File: config.mk
export PLATFORM = sky130hd
export DESIGN_NAME = ab_regex_nfa_matcher_flat
export DESIGN_NICKNAME = d
export VERILOG_FILES = /design/src/design/arnm_pkg.sv /design/src/design/arnm_ifs.sv /design/src/design/arnm_carry_chain.sv /design/src/design/ab_regex_nfa_matcher.sv /design/src/flat_wrapper.sv
export SDC_FILE = /design/constraint.sdc
export NUM_CORES = 1
export LEC_CHECK = 0
export ABC_AREA = 1
export ABC_CLOCK_PERIOD_IN_PS = 3100
export BUFFER_PORTS_ARGS = -buffer_cell sky130_fd_sc_hd__buf_4
export CORE_MARGIN = 8
export CORE_UTILIZATION = 30
export DETAILED_ROUTE_END_ITERATION = 6
export GPL_TIMING_DRIVEN = 1
export PLACE_DENSITY = 0.55
export SLEW_MARGIN = 20
export SYNTH_ARGS = -nofsm -noshare
export SYNTH_HDL_FRONTEND = slang
export SYNTH_SLANG_ARGS = --single-unit
export TNS_END_PERCENT = 20
File: constraint.sdc
create_clock -name i_clk -period 3.1 [get_ports i_clk]
set_clock_uncertainty 0.05 [all_clocks]
set_input_delay 0.775 -clock i_clk [delete_from_list [all_inputs] [get_ports i_clk]]
set_output_delay 0.775 -clock i_clk [all_outputs]
set_load 0.02 [all_outputs]
File: src/design/arnm_pkg.sv
// Shared types and constants of the {a,b} regex matcher.
// No dependencies; every other file of the block but arnm_carry_chain imports this package.
package arnm_pkg;

    // Request codes carried in the op field.
    localparam logic [2:0] OP_CLEAR = 3'd0;
    localparam logic [2:0] OP_PAT   = 3'd1;
    localparam logic [2:0] OP_START = 3'd2;
    localparam logic [2:0] OP_SUBJ  = 3'd3;
    localparam logic [2:0] OP_END   = 3'd4;

    // Characters the pattern and subject parsers look for.
    localparam logic [7:0] CH_A     = 8'h61;
    localparam logic [7:0] CH_B     = 8'h62;
    localparam logic [7:0] CH_BAR   = 8'h7C;
    localparam logic [7:0] CH_STAR  = 8'h2A;
    localparam logic [7:0] CH_PLUS  = 8'h2B;
    localparam logic [7:0] CH_QMARK = 8'h3F;

    typedef enum logic [1:0] {
        Q_NONE = 2'd0,
        Q_STAR = 2'd1,
        Q_PLUS = 2'd2,
        Q_OPT  = 2'd3
    } t_quant;

    typedef struct packed {
        logic [2:0] op;
        logic [7:0] ch;
    } t_req;

    typedef struct packed {
        logic matched;
        logic pattern_overflow;
    } t_rsp;

endpackage

File: src/design/arnm_ifs.sv
// Valid/ready channel interfaces for the matcher's request and response streams.
// Depends on arnm_pkg for the payload structs.
interface arnm_req_if import arnm_pkg::*; ();
    logic valid;
    logic ready;
    t_req data;

    modport source (output valid, output data, input ready);
    modport sink   (input valid, input data, output ready);
endinterface

interface arnm_rsp_if import arnm_pkg::*; ();
    logic valid;
    logic ready;
    t_rsp data;

    modport source (output valid, output data, input ready);
    modport sink   (input valid, input data, output ready);
endinterface

File: src/design/arnm_carry_chain.sv
// Prefix chain c[j] = g[j] | (p[j] & c[j-1]), c[-1] = 0, built on one adder.
// No dependencies.
module arnm_carry_chain #(
    parameter int W = 32
) (
    input  logic [W-1:0] i_gen,
    input  logic [W-1:0] i_prop,
    output logic [W-1:0] o_carry
);

    logic [W-1:0] opnd_a;
    logic [W-1:0] opnd_b;
    logic [W-1:0] sum;
    logic [W-1:0] carry_in;

    // a&b = g and a^b = p&~g, so the adder's carries follow the chain exactly.
    assign opnd_a  = i_gen | i_prop;
    assign opnd_b  = i_gen;
    assign sum     = opnd_a + opnd_b;
    assign carry_in = sum ^ opnd_a ^ opnd_b;
    assign o_carry = i_gen | (i_prop & carry_in);

endmodule

File: src/design/ab_regex_nfa_matcher.sv
// Top level of the {a,b} regex matcher: pattern store, bit-parallel NFA update
// and accept logic. Depends on arnm_pkg, arnm_ifs and arnm_carry_chain.
//
// Usage: requests arrive on i_req (op, ch); results leave on o_rsp
// (matched, pattern_overflow). Load a pattern with OP_CLEAR followed by one
// OP_PAT request per pattern character, then feed a subject with OP_START,
// one OP_SUBJ per character and OP_END. Only OP_END produces a response.
// Pieces beyond MAX_PIECES are dropped and reported via pattern_overflow.
//
// Timing: a request is captured in the input register, evaluated in a single
// pass, and the response of an OP_END is registered in the response register.
// One request is taken per cycle unless an OP_END waits behind a held
// response; the per-character closure over skippable pieces is one carry chain
// across MAX_PIECES bits, and the accept check is a second one, which set the
// cycle time.
// Reset (synchronous, i_rst_n low) empties the pattern, clears all flags and
// drops any pending request or response. When the receiver stalls, the
// response register holds; requests that produce no response keep flowing,
// and an OP_END behind a held response waits in the input register, which
// drops i_req.ready until the response is taken.
module ab_regex_nfa_matcher import arnm_pkg::*; #(
    parameter int MAX_PIECES = 32
) (
    input  logic       i_clk,
    input  logic       i_rst_n,
    arnm_req_if.sink   i_req,
    arnm_rsp_if.source o_rsp
);

    localparam int N = MAX_PIECES;

    // Input stage
    logic r_in_valid;
    t_req r_in;

    // Pattern store: entries at or above the fill mark are never looked at.
    logic   [N-1:0] r_atom;
    t_quant         r_quant [N];
    logic   [N-1:0] r_alt_first;
    logic   [N-1:0] r_valid;        // thermometer fill mark, bit j = piece j stored

    // Pattern parser and subject state
    logic         r_empty_alt;
    logic         r_last_atom;
    logic         r_alt_has;
    logic         r_ovf;
    logic [N-1:0] r_consumed;
    logic         r_at_start;
    logic         r_bad;

    // Response register
    logic r_out_valid;
    t_rsp r_out;

    logic fire;
    logic is_end;

    logic [N-1:0] opens;
    logic [N-1:0] skip;
    logic [N-1:0] loops;
    logic [N-1:0] last_sel;
    logic [N-1:0] wr_sel;
    logic [N-1:0] pass_gen;
    logic [N-1:0] pass_prop;
    logic [N-1:0] pass;
    logic [N-1:0] atom_ok;
    logic [N-1:0] next_cons;
    logic [N-1:0] tail_gen_r;
    logic [N-1:0] tail_prop_r;
    logic [N-1:0] tail_r;
    logic [N-1:0] tail;
    logic         full;
    logic         want_b;
    logic         ch_ab;
    logic         ch_quant;
    logic         hit;
    t_quant       quant_code;

    // ---------------------------------------------------------------
    // Handshake: advance the input stage unless an OP_END would land on a
    // response that is still held.
    // ---------------------------------------------------------------
    assign is_end      = (r_in.op == OP_END);
    assign fire        = r_in_valid && (!is_end || !r_out_valid || o_rsp.ready);
    assign i_req.ready = !r_in_valid || fire;
    assign o_rsp.valid = r_out_valid;
    assign o_rsp.data  = r_out;

    // ---------------------------------------------------------------
    // Per-piece decode. Chain inputs of pieces above the fill mark are held
    // at zero (but the top piece's tail generate, masked at the accept check)
    // so never-written entries stay out of both chains.
    genvar j;
    generate
        for (j = 0; j < N; j++) begin : g_piece
            assign skip[j]   = (r_quant[j] == Q_STAR) || (r_quant[j] == Q_OPT);
            assign loops[j]  = (r_quant[j] == Q_STAR) || (r_quant[j] == Q_PLUS);
            assign atom_ok[j] = (r_atom[j] == want_b);
            if (j == 0) begin : g_first
                assign opens[j]     = 1'b1;
                assign wr_sel[j]    = !r_valid[j];
                // First piece always opens an alternative: seed from at_start.
                assign pass_gen[j]  = r_valid[j] && r_at_start;
                assign pass_prop[j] = 1'b0;
            end else begin : g_rest
                assign opens[j]     = r_alt_first[j];
                assign wr_sel[j]    = !r_valid[j] && r_valid[j-1];
                assign pass_gen[j]  = r_valid[j] && (opens[j] ? r_at_start : r_consumed[j-1]);
                assign pass_prop[j] = r_valid[j] && !opens[j] && skip[j-1];
            end
            if (j == N - 1) begin : g_top
                assign last_sel[j]        = r_valid[j];
                assign tail_gen_r[N-1-j]  = 1'b1;
                assign tail_prop_r[N-1-j] = 1'b0;
            end else begin : g_below
                assign last_sel[j]        = r_valid[j] && !r_valid[j+1];
                // End of alternative is reached after piece j when j is the last
                // stored piece, the next piece opens an alternative, or the
                // remaining pieces of this alternative can all be skipped.
                assign tail_gen_r[N-1-j]  = r_valid[j] && (last_sel[j] || opens[j+1]);
                assign tail_prop_r[N-1-j] = r_valid[j+1] && skip[j+1];
            end
            assign tail[j] = tail_r[N-1-j];
        end
    endgenerate

    // Forward closure: which pieces may take the next character.
    arnm_carry_chain #(.W(N)) u_pass_chain (
        .i_gen   (pass_gen),
        .i_prop  (pass_prop),
        .o_carry (pass)
    );

    // Backward closure, run on the bit-reversed vectors.
    arnm_carry_chain #(.W(N)) u_tail_chain (
        .i_gen   (tail_gen_r),
        .i_prop  (tail_prop_r),
        .o_carry (tail_r)
    );

    assign want_b    = (r_in.ch == CH_B);
    assign ch_ab     = (r_in.ch == CH_A) || (r_in.ch == CH_B);
    assign ch_quant  = (r_in.ch == CH_STAR) || (r_in.ch == CH_PLUS) || (r_in.ch == CH_QMARK);
    assign full      = r_valid[N-1];
    assign next_cons = r_valid & (pass | (r_consumed & loops)) & atom_ok;

    always_comb begin
        case (r_in.ch)
            CH_STAR: quant_code = Q_STAR;
            CH_PLUS: quant_code = Q_PLUS;
            default: quant_code = Q_OPT;
        endcase
    end

    assign hit = (r_at_start && (r_empty_alt || !r_alt_has))
              || (|(r_consumed & tail & r_valid))
              || (r_at_start && (|(opens & skip & tail & r_valid)));

    // ---------------------------------------------------------------
    // Input register
    // ---------------------------------------------------------------
    always_ff @(posedge i_clk) begin
        if (!i_rst_n) begin
            r_in_valid <= 1'b0;
        end else if (i_req.ready) begin
            r_in_valid <= i_req.valid;
        end
        if (i_req.ready && i_req.valid) begin
            r_in <= i_req.data;
        end
    end

    // ---------------------------------------------------------------
    // Pattern store payload: write a new atom at the fill mark, or attach
    // a quantifier to the last stored piece.
    // ---------------------------------------------------------------
    always_ff @(posedge i_clk) begin
        for (int k = 0; k < N; k++) begin
            if (fire && r_in.op == OP_PAT) begin
                if (ch_ab && wr_sel[k]) begin
                    r_atom[k]      <= want_b;
                    r_quant[k]     <= Q_NONE;
                    r_alt_first[k] <= !r_alt_has;
                end else if (ch_quant && r_last_atom && !r_ovf && last_sel[k]) begin
                    r_quant[k] <= quant_code;
                end
            end
        end
    end

    // ---------------------------------------------------------------
    // Control state and response register
    // ---------------------------------------------------------------
    always_ff @(posedge i_clk) begin
        if (!i_rst_n) begin
            r_valid     <= '0;
            r_empty_alt <= 1'b0;
            r_last_atom <= 1'b0;
            r_alt_has   <= 1'b0;
            r_ovf       <= 1'b0;
            r_consumed  <= '0;
            r_at_start  <= 1'b1;
            r_bad       <= 1'b0;
            r_out_valid <= 1'b0;
        end else begin
            // Load on an OP_END, hold while stalled, drop once taken.
            r_out_valid <= (fire && is_end) || (r_out_valid && !o_rsp.ready);
            if (fire) begin
                case (r_in.op)
                    OP_CLEAR: begin
                        r_valid     <= '0;
                        r_empty_alt <= 1'b0;
                        r_last_atom <= 1'b0;
                        r_alt_has   <= 1'b0;
                        r_ovf       <= 1'b0;
                        r_consumed  <= '0;
                        r_at_start  <= 1'b1;
                        r_bad       <= 1'b0;
                    end
                    OP_PAT: begin
                        if (ch_ab) begin
                            if (full) begin
                                r_ovf <= 1'b1;
                            end else begin
                                r_valid    <= r_valid | wr_sel;
                                r_consumed <= r_consumed & ~wr_sel;
                            end
                            r_alt_has   <= 1'b1;
                            r_last_atom <= 1'b1;
                        end else if (r_in.ch == CH_BAR) begin
                            if (!r_alt_has) begin
                                r_empty_alt <= 1'b1;
                            end
                            r_alt_has   <= 1'b0;
                            r_last_atom <= 1'b0;
                        end else begin
                            r_last_atom <= 1'b0;
                        end
                    end
                    OP_START: begin
                        r_consumed <= '0;
                        r_at_start <= 1'b1;
                        r_bad      <= 1'b0;
                    end
                    OP_SUBJ: begin
                        // Any other byte is a sticky reject until restart.
                        if (!ch_ab) begin
                            r_bad <= 1'b1;
                        end else if (!r_bad) begin
                            r_consumed <= next_cons;
                            r_at_start <= 1'b0;
                        end
                    end
                    OP_END: begin
                    end
                    default: begin
                    end
                endcase
            end
        end
        if (fire && is_end) begin
            r_out.matched          <= hit && !r_bad;
            r_out.pattern_overflow <= r_ovf;
        end
    end

endmodule

File: src/flat_wrapper.sv
// flat-port wrapper written by rule: the top's interface ports become plain ports
module ab_regex_nfa_matcher_flat import arnm_pkg::*;
#(
    parameter int MAX_PIECES = 32
)
  (i_clk, i_rst_n, i_req_valid, i_req_data, i_req_ready, o_rsp_valid, o_rsp_data, o_rsp_ready);
  arnm_req_if i_req_i ();
  arnm_rsp_if o_rsp_i ();
  input  logic i_clk;
  input  logic i_rst_n;
  input wire logic [$bits(i_req_i.valid)-1:0] i_req_valid;
  input wire logic [$bits(i_req_i.data)-1:0] i_req_data;
  output wire logic [$bits(i_req_i.ready)-1:0] i_req_ready;
  output wire logic [$bits(o_rsp_i.valid)-1:0] o_rsp_valid;
  output wire logic [$bits(o_rsp_i.data)-1:0] o_rsp_data;
  input wire logic [$bits(o_rsp_i.ready)-1:0] o_rsp_ready;
  assign i_req_i.valid = i_req_valid;
  assign i_req_i.data = i_req_data;
  assign i_req_ready = i_req_i.ready;
  assign o_rsp_valid = o_rsp_i.valid;
  assign o_rsp_data = o_rsp_i.data;
  assign o_rsp_i.ready = o_rsp_ready;
  ab_regex_nfa_matcher #(.MAX_PIECES(MAX_PIECES)) u_core (.i_clk(i_clk), .i_rst_n(i_rst_n), .i_req(i_req_i), .o_rsp(o_rsp_i));
endmodule
==> results by group <==
Power
  • PwrDens: 359 nW/µm²
  • Worst VDD drop: 0.332 mV
  • Sw Ratio: 23.3%
  • Sequential power share: 49.9%
  • Clock share of power: 47.1%
  • Int Power: 4680 µW
  • Leakage power: 0.00710 µW
  • Net Sw Power: 1420 µW
  • Logic pwr share: 3.0%

Placed design
  • Port bufs: 18
  • Dpl cells: 2,898
  • Gp weighted congestion: between 0.9 and 1
  • Post-DP HPWL: 37,800 µm
  • DP Area: approximately 16,000 µm²

Floorplan
  • Die ar.: roughly 58,000 µm²
  • Row count: 82
  • Core area: 50,100 µm²
  • Die height: 241 µm
  • Initial core utilization: 30.3%
  • Die W: 241 µm
  • Num ports: 19

Run
  • Max_cap viols: 0

Synth
  • Main synth FF type: edfxtp_1
  • Yosys reg bits: approximately 210
  • Sequential share of the synthesized area: 37.2%
  • Ys Warns: 0
  • Synth cell types: 50
  • Synth area leader: edfxtp_1
  • Post-synthesis adder-cell area fraction: 5.35%
  • Post-synth EDFFs: 140
  • Post-synth ARST share: 0%
  • Area fraction in compound gates after synthesis: 16.5%
  • Gate Count Post-Synth: 2,235
  • Synth area leaders: edfxtp_1, nand2_1, inv_1, dfxtp_1, nor2_1
  • Largest family of logic cells by synthesized area: simple AND/OR/NAND/NOR gates
  • Post-Syn Area per Cell: between 6 and 7 µm²
  • Synth Net Count: 2,315
  • Mapped Area: 15,200 µm²
  • Simple-Gate Fraction of Synth Area: 28.3%
  • Mux share of post-synthesis cell area: 0%
  • Xor-xnor portion of the synthesized cell area: less than 1%
  • Top cell type's share of synthesized area: 27.7%

Clock tree
  • Skew-Pair Late Insertion Delay: 570 ps
  • Total CTS buffers: 25
  • CTS Hold Bufs: 0
  • Post-CTS Setup Bufs: 0
  • Root buffer cell: clkbuf_16
  • H-tree depth: 1
  • Clock sinks: 212
  • TritonCTS clock tree: built
  • Clock-pin slew on the worst setup and hold paths: 60 ps
  • Clk buf depth: 3

GRT
  • Largest net degree at the start of global routing: 49
  • Grt ovf: 0
  • Number of global-route vias before repair: 14,400
  • GRT Total Usage: 17.1%
  • First-pass GRT wire length: approximately 79,000 µm
  • Initial antenna violation count: 0

Critical path
  • Crit path buf inv count: 2
  • Worst EP required: between 3000 and 4000 ps
  • Critical setup path kind: register to register
  • Critical path cell sequence: ha_2, nor2_2, nor2_1, nand2_1, inv_1, ha_1, inv_1, nand2_1, a21boi_0, nor3_1, nor2_1, nand3_1, nor3_1, nand3_1, nor3_2, a21oi_2
  • CP max stage delay: 410 ps
  • Worst setup EP type: register
  • CP max-delay cell: edfxtp_1
  • Startpoint Class: register
  • Reg-to-reg slack, setup: 170 ps
  • Peak fanout along the critical path: 3
  • CP top delay family: simple AND/OR/NAND/NOR gates
  • Data arrival, critical path: between 3000 and 4000 ps

Finish
  • Commonest non-fill, non-tap cell in the layout: nand2_1
  • Post-route core utilization: 33.9%
  • Ant diodes: 0
  • Register area: 5650 µm²
  • Layout area overhead: 11.9%
  • FILL cells: 5,534
  • Post-route cell area: ~17,000 µm²
  • Share of cells above drive strength 1: under 10%
  • Fin nets: 2,333
  • Non-filler cells, final: just under 3,000
  • Commonest cells after routing, fill and taps aside: nand2_1, inv_1, nor2_1
  • Footprint of the multi-input gates: around 7700 µm²

Detailed routing
  • Remaining antenna violation count: 0
  • Post-Route WL: between 50,000 and 60,000 µm
  • First-pass iteration count of the detailed router: 5
  • Routed wire per std cell: 17.1 µm
  • Vias/cell: 4.96
  • Vias: 14,600
  • DRC: 0
  • Detailed Route Iter0 Violations: roughly 1,200

Timing
  • Rel. slew slack: 57.3%
  • Final setup fails: 0
  • Tmin final: 2930 ps
  • RSZ-0062 raised after global routing: true
  • Hold Vio Cnt, Final: 0
  • Count of final max-slew check failures: 0
  • F_max: about 340 MHz
  • Tcrit/Tclk final: between 90% and 100%
  • Slew @ Worst Pin: 641 ps

Status
  • Outcome: finished, final reports clean

Hold path
  • Hold Crit Class: primary input to register
[worst reg2reg max path, delay by kind of cell (launching register included)]
kind | cells | cell delay [ps]
AO/OA/AOI/OAI | 2 | 330
flip-flops | 1 | 410
AND/OR/NAND/NOR | 10 | 1360
buffers and inverters | 2 | 110
adder cells (fa/ha/maj) | 2 | 410
[metal layers]
metal  up-vias  part of all wire (%)  global-route usage, %
li1       7252                     -                      -
met1      6943                    47                   23.4
met2       325                    46                   28.7
met3        61                   4.5                   2.15
met4         0                   2.2                   3.67
met5         -                     0                      0
[flip-flops by register name, summed over array words and instances, names as in the netlist, 2 cells and up]
register and cells:
u_core.r_atom 32, u_core.r_alt_first 31, u_core.o_rsp.data 2, u_core.r_consumed 32, u_core.r_in 11, u_core.r_quant 64
u_core.r_valid 32
[repair_timing]
item | in CTS | in global routing
endpoints found under the setup margin | 1 | 4
gates resized for setup | 1 | 17
pin swaps | 0 | 1
[power groups by stage]
| stage | sequential (µW) | combinational, µW | clock (µW) |
|---|---|---|---|
| 3_5_place_dp | 3110 | 178 | 0 |
| 2_1_floorplan | 3090 | 98.7 | 0 |
| 6_report | 3050 | 181 | 2880 |
| 3_3_place_gp | 3100 | 174 | 0 |
| 5_1_grt | 3050 | 195 | 3050 |
| 4_1_cts | 3040 | 179 | 2960 |
[kinds of logic after synthesis]
family / count (synthesis)
AO/OA/AOI/OAI: 427
XOR/XNOR: 8
adder cells (fa/ha/maj): 65
buffers and inverters: 478
flip-flops: 212
AND/OR/NAND/NOR: 1045
[path summary, 6_finish.rpt]
path,cells after the start,end,from
setup / recovery,16,u_core.o_rsp.data[1],u_core.r_quant[1][28]
hold / removal,1,u_core.r_in[10],i_req_data[10]
hold reg to reg,2,u_core.r_alt_has,u_core.r_alt_has
setup reg to reg,16,u_core.o_rsp.data[1],u_core.r_quant[1][28]
[synthesized netlist by cell type, types with 3 or more instances]
master,instances
nand4_1,14
a31oi_1,32
buf_2,12
nor2_1,383
nand3b_1,4
o211ai_1,19
clkbuf_1,36
nor3_1,38
a211oi_1,5
o21bai_1,5
buf_4,13
a21o_1,3
o21ai_1,13
a21boi_0,7
inv_2,24
dfxtp_1,72
nand2_1,494
o2111ai_1,11
nor3_2,7
nor2_2,20
a21oi_1,124
inv_1,387
nand3_1,65
a221oi_1,35
nand2_2,5
clkinv_1,3
o21ai_0,159
xnor2_1,8
nor2_4,7
edfxtp_1,140
ha_1,65
[layout make-up]
| type | instances | area share, % |
|---|---|---|
| clock buffers | 32 | 3.95 |
| flip-flops and latches | 212 | 33.2 |
| clock inverters | 12 | 0.589 |
| inverters | 414 | 9.14 |
| multi-input cells | 1545 | 45.5 |
| repair buffers | 55 | 2.65 |
| well taps | 672 | 4.95 |
[through the flow]
step                      TNS [ps]  hold slack, ps  power, µW  setup slack (ps)
after floorplan                  0             381       3190               645
after global placement           0             398       3280              74.0
after detailed placement     -17.5             403       3280             -17.5
after CTS                        0             302       6180              19.0
after global routing         -99.1             316       6290             -99.1
final                            0             338       6100               173
No activity file was read; power rests on OpenSTA's default activity.
